<file path="src/design/klt_ram.sv">
// ----------------------------------------------------------------------------
// klt_ram
// Simple dual-port synchronous RAM, one write and one read port, registered
// read data.
// ----------------------------------------------------------------------------
module klt_ram #(
    parameter int WIDTH  = 8,
    parameter int DEPTH  = 16,
    parameter int ADDR_W = 4
) (
    input  logic              clk,
    input  logic              we,
    input  logic [ADDR_W-1:0] waddr,
    input  logic [WIDTH-1:0]  wdata,
    input  logic              re,
    input  logic [ADDR_W-1:0] raddr,
    output logic [WIDTH-1:0]  rdata
);

    logic [WIDTH-1:0] mem [DEPTH];
    logic [WIDTH-1:0] rdata_reg;

    always_ff @(posedge clk)
    begin
        if (we)
        begin
            mem[waddr] <= wdata;
        end
    end

    always_ff @(posedge clk)
    begin
        if (re)
        begin
            rdata_reg <= mem[raddr];
        end
    end

    assign rdata = rdata_reg;

endmodule

</file>
<file path="config.mk">
export PLATFORM = sky130hd
export DESIGN_NAME = klt_ram
export DESIGN_NICKNAME = d
export VERILOG_FILES = /design/src/design/klt_ram.sv
export SDC_FILE = /design/constraint.sdc
export NUM_CORES = 1
export LEC_CHECK = 0
export ABC_CLOCK_PERIOD_IN_PS = 1750
export BUFFER_PORTS_ARGS = -buffer_cell sky130_fd_sc_hd__buf_2
export CAP_MARGIN = 10
export CORE_MARGIN = 2
export CORE_UTILIZATION = 23
export CTS_BUF_LIST = sky130_fd_sc_hd__clkbuf_16
export CTS_CLUSTER_SIZE = 24
export DETAILED_ROUTE_END_ITERATION = 8
export HOLD_SLACK_MARGIN = 0.08
export SYNTH_ARGS = -nofsm -noshare
export SYNTH_HDL_FRONTEND = slang
export SYNTH_SLANG_ARGS = --single-unit
</file>
<file path="constraint.sdc">
create_clock -name clk -period 1.75 [get_ports clk]
set_clock_uncertainty 0.15 [all_clocks]
set_input_delay 0.2625 -clock clk [delete_from_list [all_inputs] [get_ports clk]]
set_output_delay 0.2625 -clock clk [all_outputs]
set_load 0.02 [all_outputs]
</file>
# After elaboration in Yosys (flattened, before gate mapping)
# Memories as Yosys holds them, arrays and structs flattened. A register that Yosys moved wholly into a read port is not among the register bits.
# Index checks and enable logic that the tools add are counted.
[totals] ramBits=128 out_inout_bits=8 n_memories=1 input_bits=19 reg_bits=0
[op_classes] mux=2
[memory_table] memory="mem" words=16 width=8 read_ports=1 rd_clocked_by_memory_dff=1 wr=1 line_no="20" rtl="logic [WIDTH-1:0] mem [DEPTH];"
[op_table] cell="$mux W1" n=2

# Depth between registers and ports, before layout
[logic_depth] depth_word=2 mapped_depth=5 mapped_depth_nobuf=3

# Least setup slack after synthesis
# No wires, ideal clock.
[synth_timing] path_type="input port to flip-flop" startpoint="input port waddr[2]" endpoint="memory mem[0][0], enable pin" setup_ns=0.383 cell_stages=2 required_time_ns=1.217 n_path_buf=0 t_arrival_ns=1.372 slack_ns=-0.155 path_cell_list="or3b_2 -> nor3_1"
[synth_lines] item="from (decl)" line_no="13" rtl="input logic [ADDR_W-1:0] waddr,"
[synth_lines] item="to (decl)" line_no="20"
# Straight into the memory's write port.

==> impl_results.md <==
* Global-route wire length before repair at 16,600 um
* Final nets at 312
* Post-synth top area cell: edfxtp_1
* Synthesis Warnings at 0
* Fin worst setup slack at 67.5 ps
* DR pass1 iterations at 4
* Synth Cell Area at about 5200 um^2
* DRT antenna net count at 0
* Crit path to: rdata[4]
* Drt total wl at 10,600 um
* H-tree Lvls at 4
* Total track usage at 0.0961
* Die Height at 155 um
* Area growth syn-to-layout at 24.0%
* Worst Path Required at 1750 ps
* Filler cells at 2,159
* Largest stage delay, worst path at 520 ps
* Fin. max-slew vios at 0
* Critical path origin: mem[9][4]
* GP Congestion at 0.721
* WL per Instance at 17.9 um
* Vias in the first global route at 2,658
* Number of cell rows at 55
* Final-report setup violation count at 0
* CP cell instances: mux4_1 -> a22oi_1 -> nand2_1
* Horiz. Die Dim at 155 um
* Initial antenna violation count at 0
* Status: complete, no violations
* Routed vias at 2,481
* Number of flip-flops under the largest register name at around 130
* Crit path max fanout at 1
* Final hold vios at 0
* Synth cell types at 18
* Top delay family on crit path: multiplexers
* R2r startpoint: mem[9][4]
* Dpl hpwl at 7190 um
* Crit path capture type: flip-flop
* Worst path bufs/invs at 0
* DR DRC count at 0
* Die ar. at 24,000 um^2
* Sink Count at 136
* Pre-CTS setup slack at -257 ps
* Clock buffer depth at 2
* Max VDD drop at 0.612 mV
* Hold_buf cts at 2
* Top-level I/O count at 27
* Layout cell share with drive strength beyond 1 at 0.327
* EDFF count, synth at 136
* Synth top area share at 0.781
* Postcts setup bufs at 0
* WP depth at 3
* CTS tree: done
* Lkg Pwr at 2.16 nW
* Pwr Density at 1140 nW/um^2
* Max-slew headroom at 0.517
* Critical path arrival at 1680 ps
* Unrepaired setup endpoints after global routing: no
* Port Buffer Count at 26
* Mean Syn Cell Area at 22.8 um^2
* Syn_nets at roughly 250
* Total gr overflow at 0
* Worst min path class: input pin to flip-flop
* FF-to-FF setup slack at 70 ps
* CTS root buf: clkbuf_16
* Ant diodes at 0
* Core area at 22,500 um^2
* FF-to-FF End: rdata[4]
* Worst skew pair latency at 410 ps
* Max_cap viols at 0
* Register area share after synthesis at 0.781
* Asr flop ratio synth at 0
* Achievable Freq at 594 MHz
* Vias/cell at 4.20
* CP startpoint kind: flip-flop
* Initial cell density of the core at 0.232
* Drt first-iter violations at 237
* Worst-path clk slew at roughly 50 ps
* Tot Pwr at 0.00740 W
* Crit share post-route at 0.961
* Worst r2r path cells at 3
* Largest net degree at the start of global routing at 18
* TritonCTS buffer count at 17
* Final min period at 1680 ps
* Top post-synthesis cells by area: edfxtp_1 (78%), mux4_2 (7.8%), mux4_1 (7.0%)
* Critical Path Slowest Stage Cell: mux4_1
* Worst setup path category: flip-flop to flip-flop
* Post_cts resized at 0
* Seq cells post-synth at 136
* Worst slew pin tran at a little over 700 ps
* Prevailing post-synth register cell: edfxtp_1
* Mapped Cells at 229
[through the flow]
| step | utilization | area, um^2 | cells | TNS, ps | hold WS, ps |
|---|---|---|---|---|---|
| global route | 0.288 | 6480 | 591 | 0 | 94.9 |
| CTS | 0.288 | 6480 | 591 | 0 | 85.5 |
| global placement | 0.262 | 5900 | 557 | -1550 | 495 |
| finish | 0.288 | 6480 | 591 | 0 | 89.6 |
| detailed placement | 0.262 | 5900 | 557 | -1590 | 505 |
| floorplan | - | 5230 | 229 | 0 | 211 |
[cells by family after synthesis]
family	share of synthesized area
AOI/OAI and AO/OA	0.0230
buffers and inverters	0.0165
DFF	0.781
muxes	0.148
and+or+nand+nor	0.0314
[Yosys cell counts, types with 2 or more instances]
master	n
edfxtp_1	136
nor2_1	13
nor3_1	4
buf_2	3
a22oi_1	16
clkdlybuf4s25_2	3
nand2b_1	2
buf_6	3
mux4_1	14
nand3b_1	2
mux4_2	18
nand2_1	9
[layer usage]
layer  vias to the layer above  global-route usage  part of all wire  routed length (um)
met3                         6              0.0333             0.055                 577
met2                        65               0.147              0.47                4940
met1                      1297               0.132              0.47                4990
met4                         0              0.0225            0.0064                  68
met5                         -                   0                 0                   0
li1                       1113                   -                 -                   -
[cell usage in the layout, fill, tap and decap left out, drive strengths merged]
cell / n
nor2b: 1
nand2: 9
nor3: 4
nand3b: 2
and2: 1
buf: 53
dlygate4sd3: 2
edfxtp: 136
nor2: 13
inv: 3
clkinvlp: 3
and2b: 1
clkinv: 7
a22oi: 16
nand2b: 2
or3b: 1
bufinv: 2
clkbuf: 17
mux4: 32
nand3: 1
[worst min path at each step]
stage | start | to | slack (ps) | cells after the start
3_5_place_dp | re | rdata[7] | 510 | 1
3_3_place_gp | wdata[1] | mem[14][1] | 490 | 1
4_1_cts | wdata[5] | mem[13][5] | 90 | 1
6_report | wdata[7] | mem[3][7] | 90 | 1
5_1_grt | wdata[7] | mem[12][7] | 90 | 1
2_1_floorplan | wdata[0] | mem[0][0] | 210 | 0
[layout make-up]
class                      instances  area (um^2)  share of cell area
sequential                       136         4080               0.630
multi-input combinational         83         1060               0.164
clock buffer                      17          425              0.0656
timing repair buffer              55          415              0.0641
tap                              285          357              0.0550
clock inverter                    15          138              0.0212
[report_power, final]
group	switching [W]	internal, W
sequential	0.0000237	0.00367
combinational	0.000213	0.000167
clock	0.00125	0.00207
total	0.00149	0.00591
No activity file was read; power rests on OpenSTA's default activity.
