$ cat src/design/klt_pkg.sv
// ----------------------------------------------------------------------------
// klt_pkg
// Shared constants and types for the keyed lag table: table geometry,
// field widths, register map and the configuration bus bundle.
// ----------------------------------------------------------------------------
package klt_pkg;

    localparam int NUM_LANES  = 4;
    localparam int SETS       = 64;
    localparam int WAYS       = 4;
    localparam int KEY_BITS   = 64;
    localparam int VALUE_BITS = 64;

    // fixed field geometry of the stream words
    localparam int FIELD_W    = 64;
    localparam int LANE_SLOTS = 4;
    localparam int S_DATA_W   = (2 + LANE_SLOTS) * FIELD_W;
    localparam int M_DATA_W   = LANE_SLOTS * FIELD_W;
    localparam int M_USER_W   = 2;

    // configuration port
    localparam int CFG_REGS  = 4;
    localparam int DATA_W    = 64;
    localparam int ADDR_W    = $clog2(CFG_REGS * 8);
    localparam int CFG_IDX_W = $clog2(CFG_REGS);

    localparam logic [CFG_IDX_W-1:0] REG_DEFAULT_A = CFG_IDX_W'(0);
    localparam logic [CFG_IDX_W-1:0] REG_DEFAULT_B = CFG_IDX_W'(1);
    localparam logic [CFG_IDX_W-1:0] REG_DEFAULT_C = CFG_IDX_W'(2);
    localparam logic [CFG_IDX_W-1:0] REG_DEFAULT_D = CFG_IDX_W'(3);

    // table geometry
    localparam int SET_W     = (SETS > 1) ? $clog2(SETS) : 1;
    localparam bit SET_POW2  = ((SETS & (SETS - 1)) == 0);
    localparam int KEY_ROW_W = WAYS * KEY_BITS;
    localparam int VAL_ROW_W = WAYS * NUM_LANES * VALUE_BITS;

    // set index reduction for a non power of two set count: 8 key bits a cycle
    localparam int RED_STEPS = 8;
    localparam int RED_CYC   = (KEY_BITS + RED_STEPS - 1) / RED_STEPS;
    localparam int RED_W     = RED_CYC * RED_STEPS;
    localparam int RED_CNT_W = $clog2(RED_CYC + 1);

    typedef struct packed {
        logic              sel;
        logic              enable;
        logic              write;
        logic [ADDR_W-1:0] addr;
        logic [DATA_W-1:0] wdata;
    } apb_req_t;

    typedef logic [LANE_SLOTS-1:0][FIELD_W-1:0] dflt_t;

endpackage

$ cat src/design/klt_cfg.sv
// ----------------------------------------------------------------------------
// klt_cfg
// Register file for the per-lane default lag values, written and read over
// the configuration bus.
// ----------------------------------------------------------------------------
module klt_cfg (
    input  logic                      clk,
    input  logic                      rst_n,
    input  klt_pkg::apb_req_t         apb,
    output logic [klt_pkg::DATA_W-1:0] prdata,
    output klt_pkg::dflt_t            dflt
);

    import klt_pkg::*;

    dflt_t                dflt_reg;
    logic [CFG_IDX_W-1:0] idx;
    logic                 wr;

    assign idx = apb.addr[ADDR_W-1 -: CFG_IDX_W];
    assign wr  = apb.sel & apb.enable & apb.write;

    always_ff @(posedge clk or negedge rst_n)
    begin
        if (!rst_n)
        begin
            dflt_reg <= '0;
        end
        else if (wr)
        begin
            unique case (idx)
                REG_DEFAULT_A: dflt_reg[0] <= apb.wdata;
                REG_DEFAULT_B: dflt_reg[1] <= apb.wdata;
                REG_DEFAULT_C: dflt_reg[2] <= apb.wdata;
                REG_DEFAULT_D: dflt_reg[3] <= apb.wdata;
                default: ;
            endcase
        end
    end

    always_comb
    begin
        unique case (idx)
            REG_DEFAULT_A: prdata = dflt_reg[0];
            REG_DEFAULT_B: prdata = dflt_reg[1];
            REG_DEFAULT_C: prdata = dflt_reg[2];
            REG_DEFAULT_D: prdata = dflt_reg[3];
            default:       prdata = '0;
        endcase
    end

    assign dflt = dflt_reg;

endmodule

$ cat config.mk
export PLATFORM = sky130hd
export DESIGN_NAME = klt_cfg
export DESIGN_NICKNAME = d
export VERILOG_FILES = /design/src/design/klt_pkg.sv /design/src/design/klt_cfg.sv
export SDC_FILE = /design/constraint.sdc
export NUM_CORES = 1
export LEC_CHECK = 0
export ABC_AREA = 1
export BUFFER_PORTS_ARGS = -buffer_cell sky130_fd_sc_hd__buf_2
export CELL_PAD_IN_SITES_DETAIL_PLACEMENT = 2
export CELL_PAD_IN_SITES_GLOBAL_PLACEMENT = 2
export CORE_ASPECT_RATIO = 1.4
export CORE_MARGIN = 1
export CORE_UTILIZATION = 26
export CTS_BUF_LIST = sky130_fd_sc_hd__clkbuf_4 sky130_fd_sc_hd__clkbuf_8
export DETAILED_ROUTE_END_ITERATION = 8
export HOLD_SLACK_MARGIN = 0.12
export PLACE_DENSITY = 0.86
export SLEW_MARGIN = 20
export SYNTH_ARGS = -nofsm -noshare
export SYNTH_HDL_FRONTEND = slang
export SYNTH_SLANG_ARGS = --single-unit
$ cat constraint.sdc
create_clock -name clk -period 1 [get_ports clk]
set_clock_uncertainty 0.1 [all_clocks]
set_input_delay 0.05 -clock clk [delete_from_list [all_inputs] [get_ports clk]]
set_output_delay 0.05 -clock clk [all_outputs]
set_load 0.01 [all_outputs]
Yosys cells after proc, flatten, opt, wreduce, memory -nomap -nowiden:

Cells that the tools add are included.

* register bits after elaboration: 256
* input bits: 74
* output and inout port bits: 320
* logic and storage cells: 15

* equality and inequality tests: 3
* muxes and demuxes: 1
* bitwise logic cells: 2
* reduce and logical (&&, ||, !) cells: 5

Operator list (count)
* 64-bit one-hot mux with 4 select lines: 1
* 2-bit AND reduction: 4
* 2-bit == test (second input constant): 2
* 1-bit bitwise AND: 2
* 2-bit by 1-bit == test with 1-bit output (second input constant): 1
* 2-bit zero test: 1

Longest topological paths before layout:

* depth in word-level cells: 3
* depth in mapped cells: 8
* gate-level depth less buffers: 6

Worst setup path before layout:

OpenSTA, ideal clock, no wires.

* path kind: input-to-output
* start: in apb[68] in the netlist's numbering
* end: out prdata[0] in the netlist's numbering
* arrival: 0.858 ns
* required time: 0.850 ns
* path slack: -0.008 ns
* cell stages on the path: 6
* buffers on the path: 3
* cells stage by stage: buf_4 nor2_2 buf_4 buf_2 nand2_1 nand4_1

* word-level cells in the longest chain between the ends: 2
* elaborated cells on any way between the ends: 5
* those cells by class: eq/ne (3); mux (1); reduce/logical (1)

Ends and longest elaborated chain
* start, declared: RTL line klt_cfg.sv:9 `input klt_pkg::apb_req_t apb,`
* 2-bit == test, or another cell as far along: RTL line klt_cfg.sv:43 `unique case (idx)`
* 64-bit one-hot mux with 4 select lines (*): RTL line klt_cfg.sv:43
* end, declared: RTL line klt_cfg.sv:10 `output logic [klt_pkg::DATA_W-1:0] prdata,`

Every way passes the cells marked *; elsewhere a longest branch is shown, timed or not.

Worst setup path in the final report:

* start: reg dflt_reg (netlist bit dflt[146])
* end: out prdata[18] in the netlist's numbering

* word-level cells in the longest chain between the ends: 1

Ends and longest elaborated chain
* start, declared: RTL line klt_cfg.sv:16 `dflt_t dflt_reg;`
* 64-bit one-hot mux with 4 select lines: RTL line klt_cfg.sv:43

No other way between the ends.

==> results.toml <==
[die]
start_util_pct = 26.35
die_x_um = 182.7
die_y_um = 255.0
io_pins = 394
placementRows = 92
die-area_mm2 = 0.04660
core-area_mm2 = 0.04512

[setup_path]
timing.rr.end = "dflt[146]"
r2r-start = "dflt[146]"
critical_path.endpoint = "prdata[18]"
r2r_slack_ns = -0.44
path_max_fanout = 2
crit_cells = 3
cpPeakStageDelay_ns = 0.64
crit_path_start_kind = "flip-flop"
crit_path_cell_trace = "nand3_2 -> nand4_1 -> buf_2"
cp_num_buf_inv = 1
crit_required_ns = 0.85
end_kind = "output pin"
cpMaxStageDelayCell = "dfrtp_1"
critPathTopFamily = "flip-flops"
critPathLaunch = "dflt[146]"
crit_arrival_ns = 1.66
r2r_cells = 3
criticalPathCategory = "reg -> out"

[route]
avgRoutedWirePerCell_um = 34.16
drc = 0
vias = 16280
drt_iter0_drc = 1076
ant_nets = 0
viasPerCell = 5.542
wl_mm = 100.4
drt-pass1-iter-count = 5

[job]
maxCapViolCount = 0

[placement]
dpl.cell_count = 2434
place_congestion = 0.8125
io_buffers = 390
dpl.hpwl_mm = 38.55

[yosys]
synth_cell_type_count = 16
syn_inst = 1465
ys_seq_area_share_pct = 53.88
postSynthAreaPerCell_um2 = 8.116
synth_area_mm2 = 0.01189
ys_warn_count = 0
synth_nets = 1539
synth-seq-cells = 256

[power]
p_leak_nw = 11.54
power_mw = 47.85
p_per_area_mw_per_mm2 = 2147
vdd_ir_drop_max_uv = 1318

[layout]
drive_gt1_share_pct = 48.04
fin_cells = 2938
final_util_pct = 49.38
largest_reg_flops = 256
fill_cells = 4710
layout.nets = 2367
areaGrowthSynthToFinish_pct = 87.41

[clock_tree]
clock_path_buffers = 3
cts_buffers = 44
path_clk_slew_ns = 0.08
clockRootBuffer = "clkbuf_8"
cts_tree = "built"
worstSkewPairLatency_ns = 0.58
cts_sinks = 256
cts-htree-levels = 2

[grt]
grt_max_degree = 54
track_usage_pct = 38.92
grt_overflow = 0
grt_pass1_wl_mm = 130.2
grt_pass1_vias = 18450
antenna_found_initial = 15

[timing]
fin_crit_sh_pct = 181.0
final_hold_viol_count = 98
worst_slew_pin_slew_ns = 0.6018
max_freq_ghz = 0.5526
slew-limit-headroom_pct = 59.88
rsz0062_at_grt = "true"
setup_viol = 425
hold_ws_ns = -0.5485
fin_crit_ns = 1.810
slew_viol_final = 0
worst_slack_ns = -0.8098

[outcome]
violations = "hold timing, setup timing"
status = "finished, violations left"

[hold_path]
hold_class = "in -> async"
[synth_stat cells]
cell	number	share of area [%]
buf_4	4	0.25
nand2_2	3	0.16
nor2_8	4	0.67
nor2_4	1	0.095
buf_2	35	1.5
nand2_1	834	26
nand4_1	64	3.4
nand3_1	192	8.1
nand2_4	4	0.38
clkbuf_1	12	0.38
buf_6	48	4.5
nand3_4	1	0.15
inv_2	4	0.13
dfrtp_1	256	54
inv_1	2	0.063
nor2_2	1	0.053
[cells in the final DEF (no fill, tap or decap), types with 11 or more instances in the layout]
cell / count
clkbuf_8: 56
clkbuf_4: 11
nand2_4: 22
nand2_2: 100
dfrtp_1: 225
dfrtp_2: 31
buf_2: 147
nand4_1: 64
buf_4: 123
nand2_1: 719
nand3_1: 130
nand3_2: 60
dlygate4sd3_1: 66
buf_6: 505
buf_12: 32
[final cells by class]
class | instances | area, µm² | share of cell area [%]
flip-flops and latches | 256 | 6445 | 28.92
diodes | 6 | 15.01 | 0.06738
inverters | 6 | 22.52 | 0.1011
clock buffers | 67 | 853.3 | 3.829
multi-input cells | 1104 | 5379 | 24.14
repair buffers | 881 | 8767 | 39.34
well taps | 611 | 764.5 | 3.431
clock inverters | 7 | 37.54 | 0.1684
[worst register-to-register path: cells and delay by family (launching register included)]
family,cells,cell delay (ns)
buffers and inverters,1,0.22
DFF,1,0.56
and+or+nand+nor,2,0.40
[metrics by stage]
| stage | area (µm²) | setup TNS [ns] | hold slack [ns] | worst slack [ns] |
|---|---|---|---|---|
| 2_1_floorplan | 11890 | -0.4714 | -0.3456 | -0.007857 |
| 3_3_place_gp | 14740 | -51.57 | -0.2109 | -0.2387 |
| 3_5_place_dp | 14740 | -72.30 | -0.2092 | -0.3024 |
| 4_1_cts | 20700 | -174.85 | -0.007431 | -0.5804 |
| 5_1_grt | 22280 | -157.32 | -0.5683 | -0.8929 |
| 6_report | 22280 | -147.60 | -0.5485 | -0.8098 |
[what timing repair did]
item / CTS / global route
cloned: 0 / 0
hold buffers: 65 / 2
resized for setup: 473 / 403
endpoints found under the hold margin: 512 / 184
setup buffers: 294 / 167
endpoints found under the setup margin: 320 / 409
pin swaps: 105 / 117
[kinds of logic after synthesis]
kind of cell | share of synthesized area, %
flops | 53.88
buf+inv | 6.840
simple gates | 39.28
[where the power goes]
part           total [mW]  leakage, nW  internal (mW)  switching, mW
sequential           15.5         3.21           12.5           3.01
combinational        21.5         7.85           11.0           10.5
clock                10.8        0.477           5.43           5.38
total                47.9         11.5           29.0           18.9
[per-layer routing]
layer  up-vias  wire length [µm]  global-route usage, %
met5         -                98                      0
met4        14             10660                  33.40
met3       600              7302                  11.84
met2      1080             50030                  68.28
met1      8253             32270                  37.21
li1       6335                 -                      -
[how the worst min path moves through the flow]
stage / start / end / cells after the start
floorplan: rst_n / dflt[0] / 0
global placement: rst_n / dflt[108] / 1
detailed placement: rst_n / dflt[108] / 1
CTS: apb[67] / dflt[6] / 6
global route: rst_n / dflt[179] / 2
finish: rst_n / dflt[118] / 2
(Power assumes the default switching activity.)
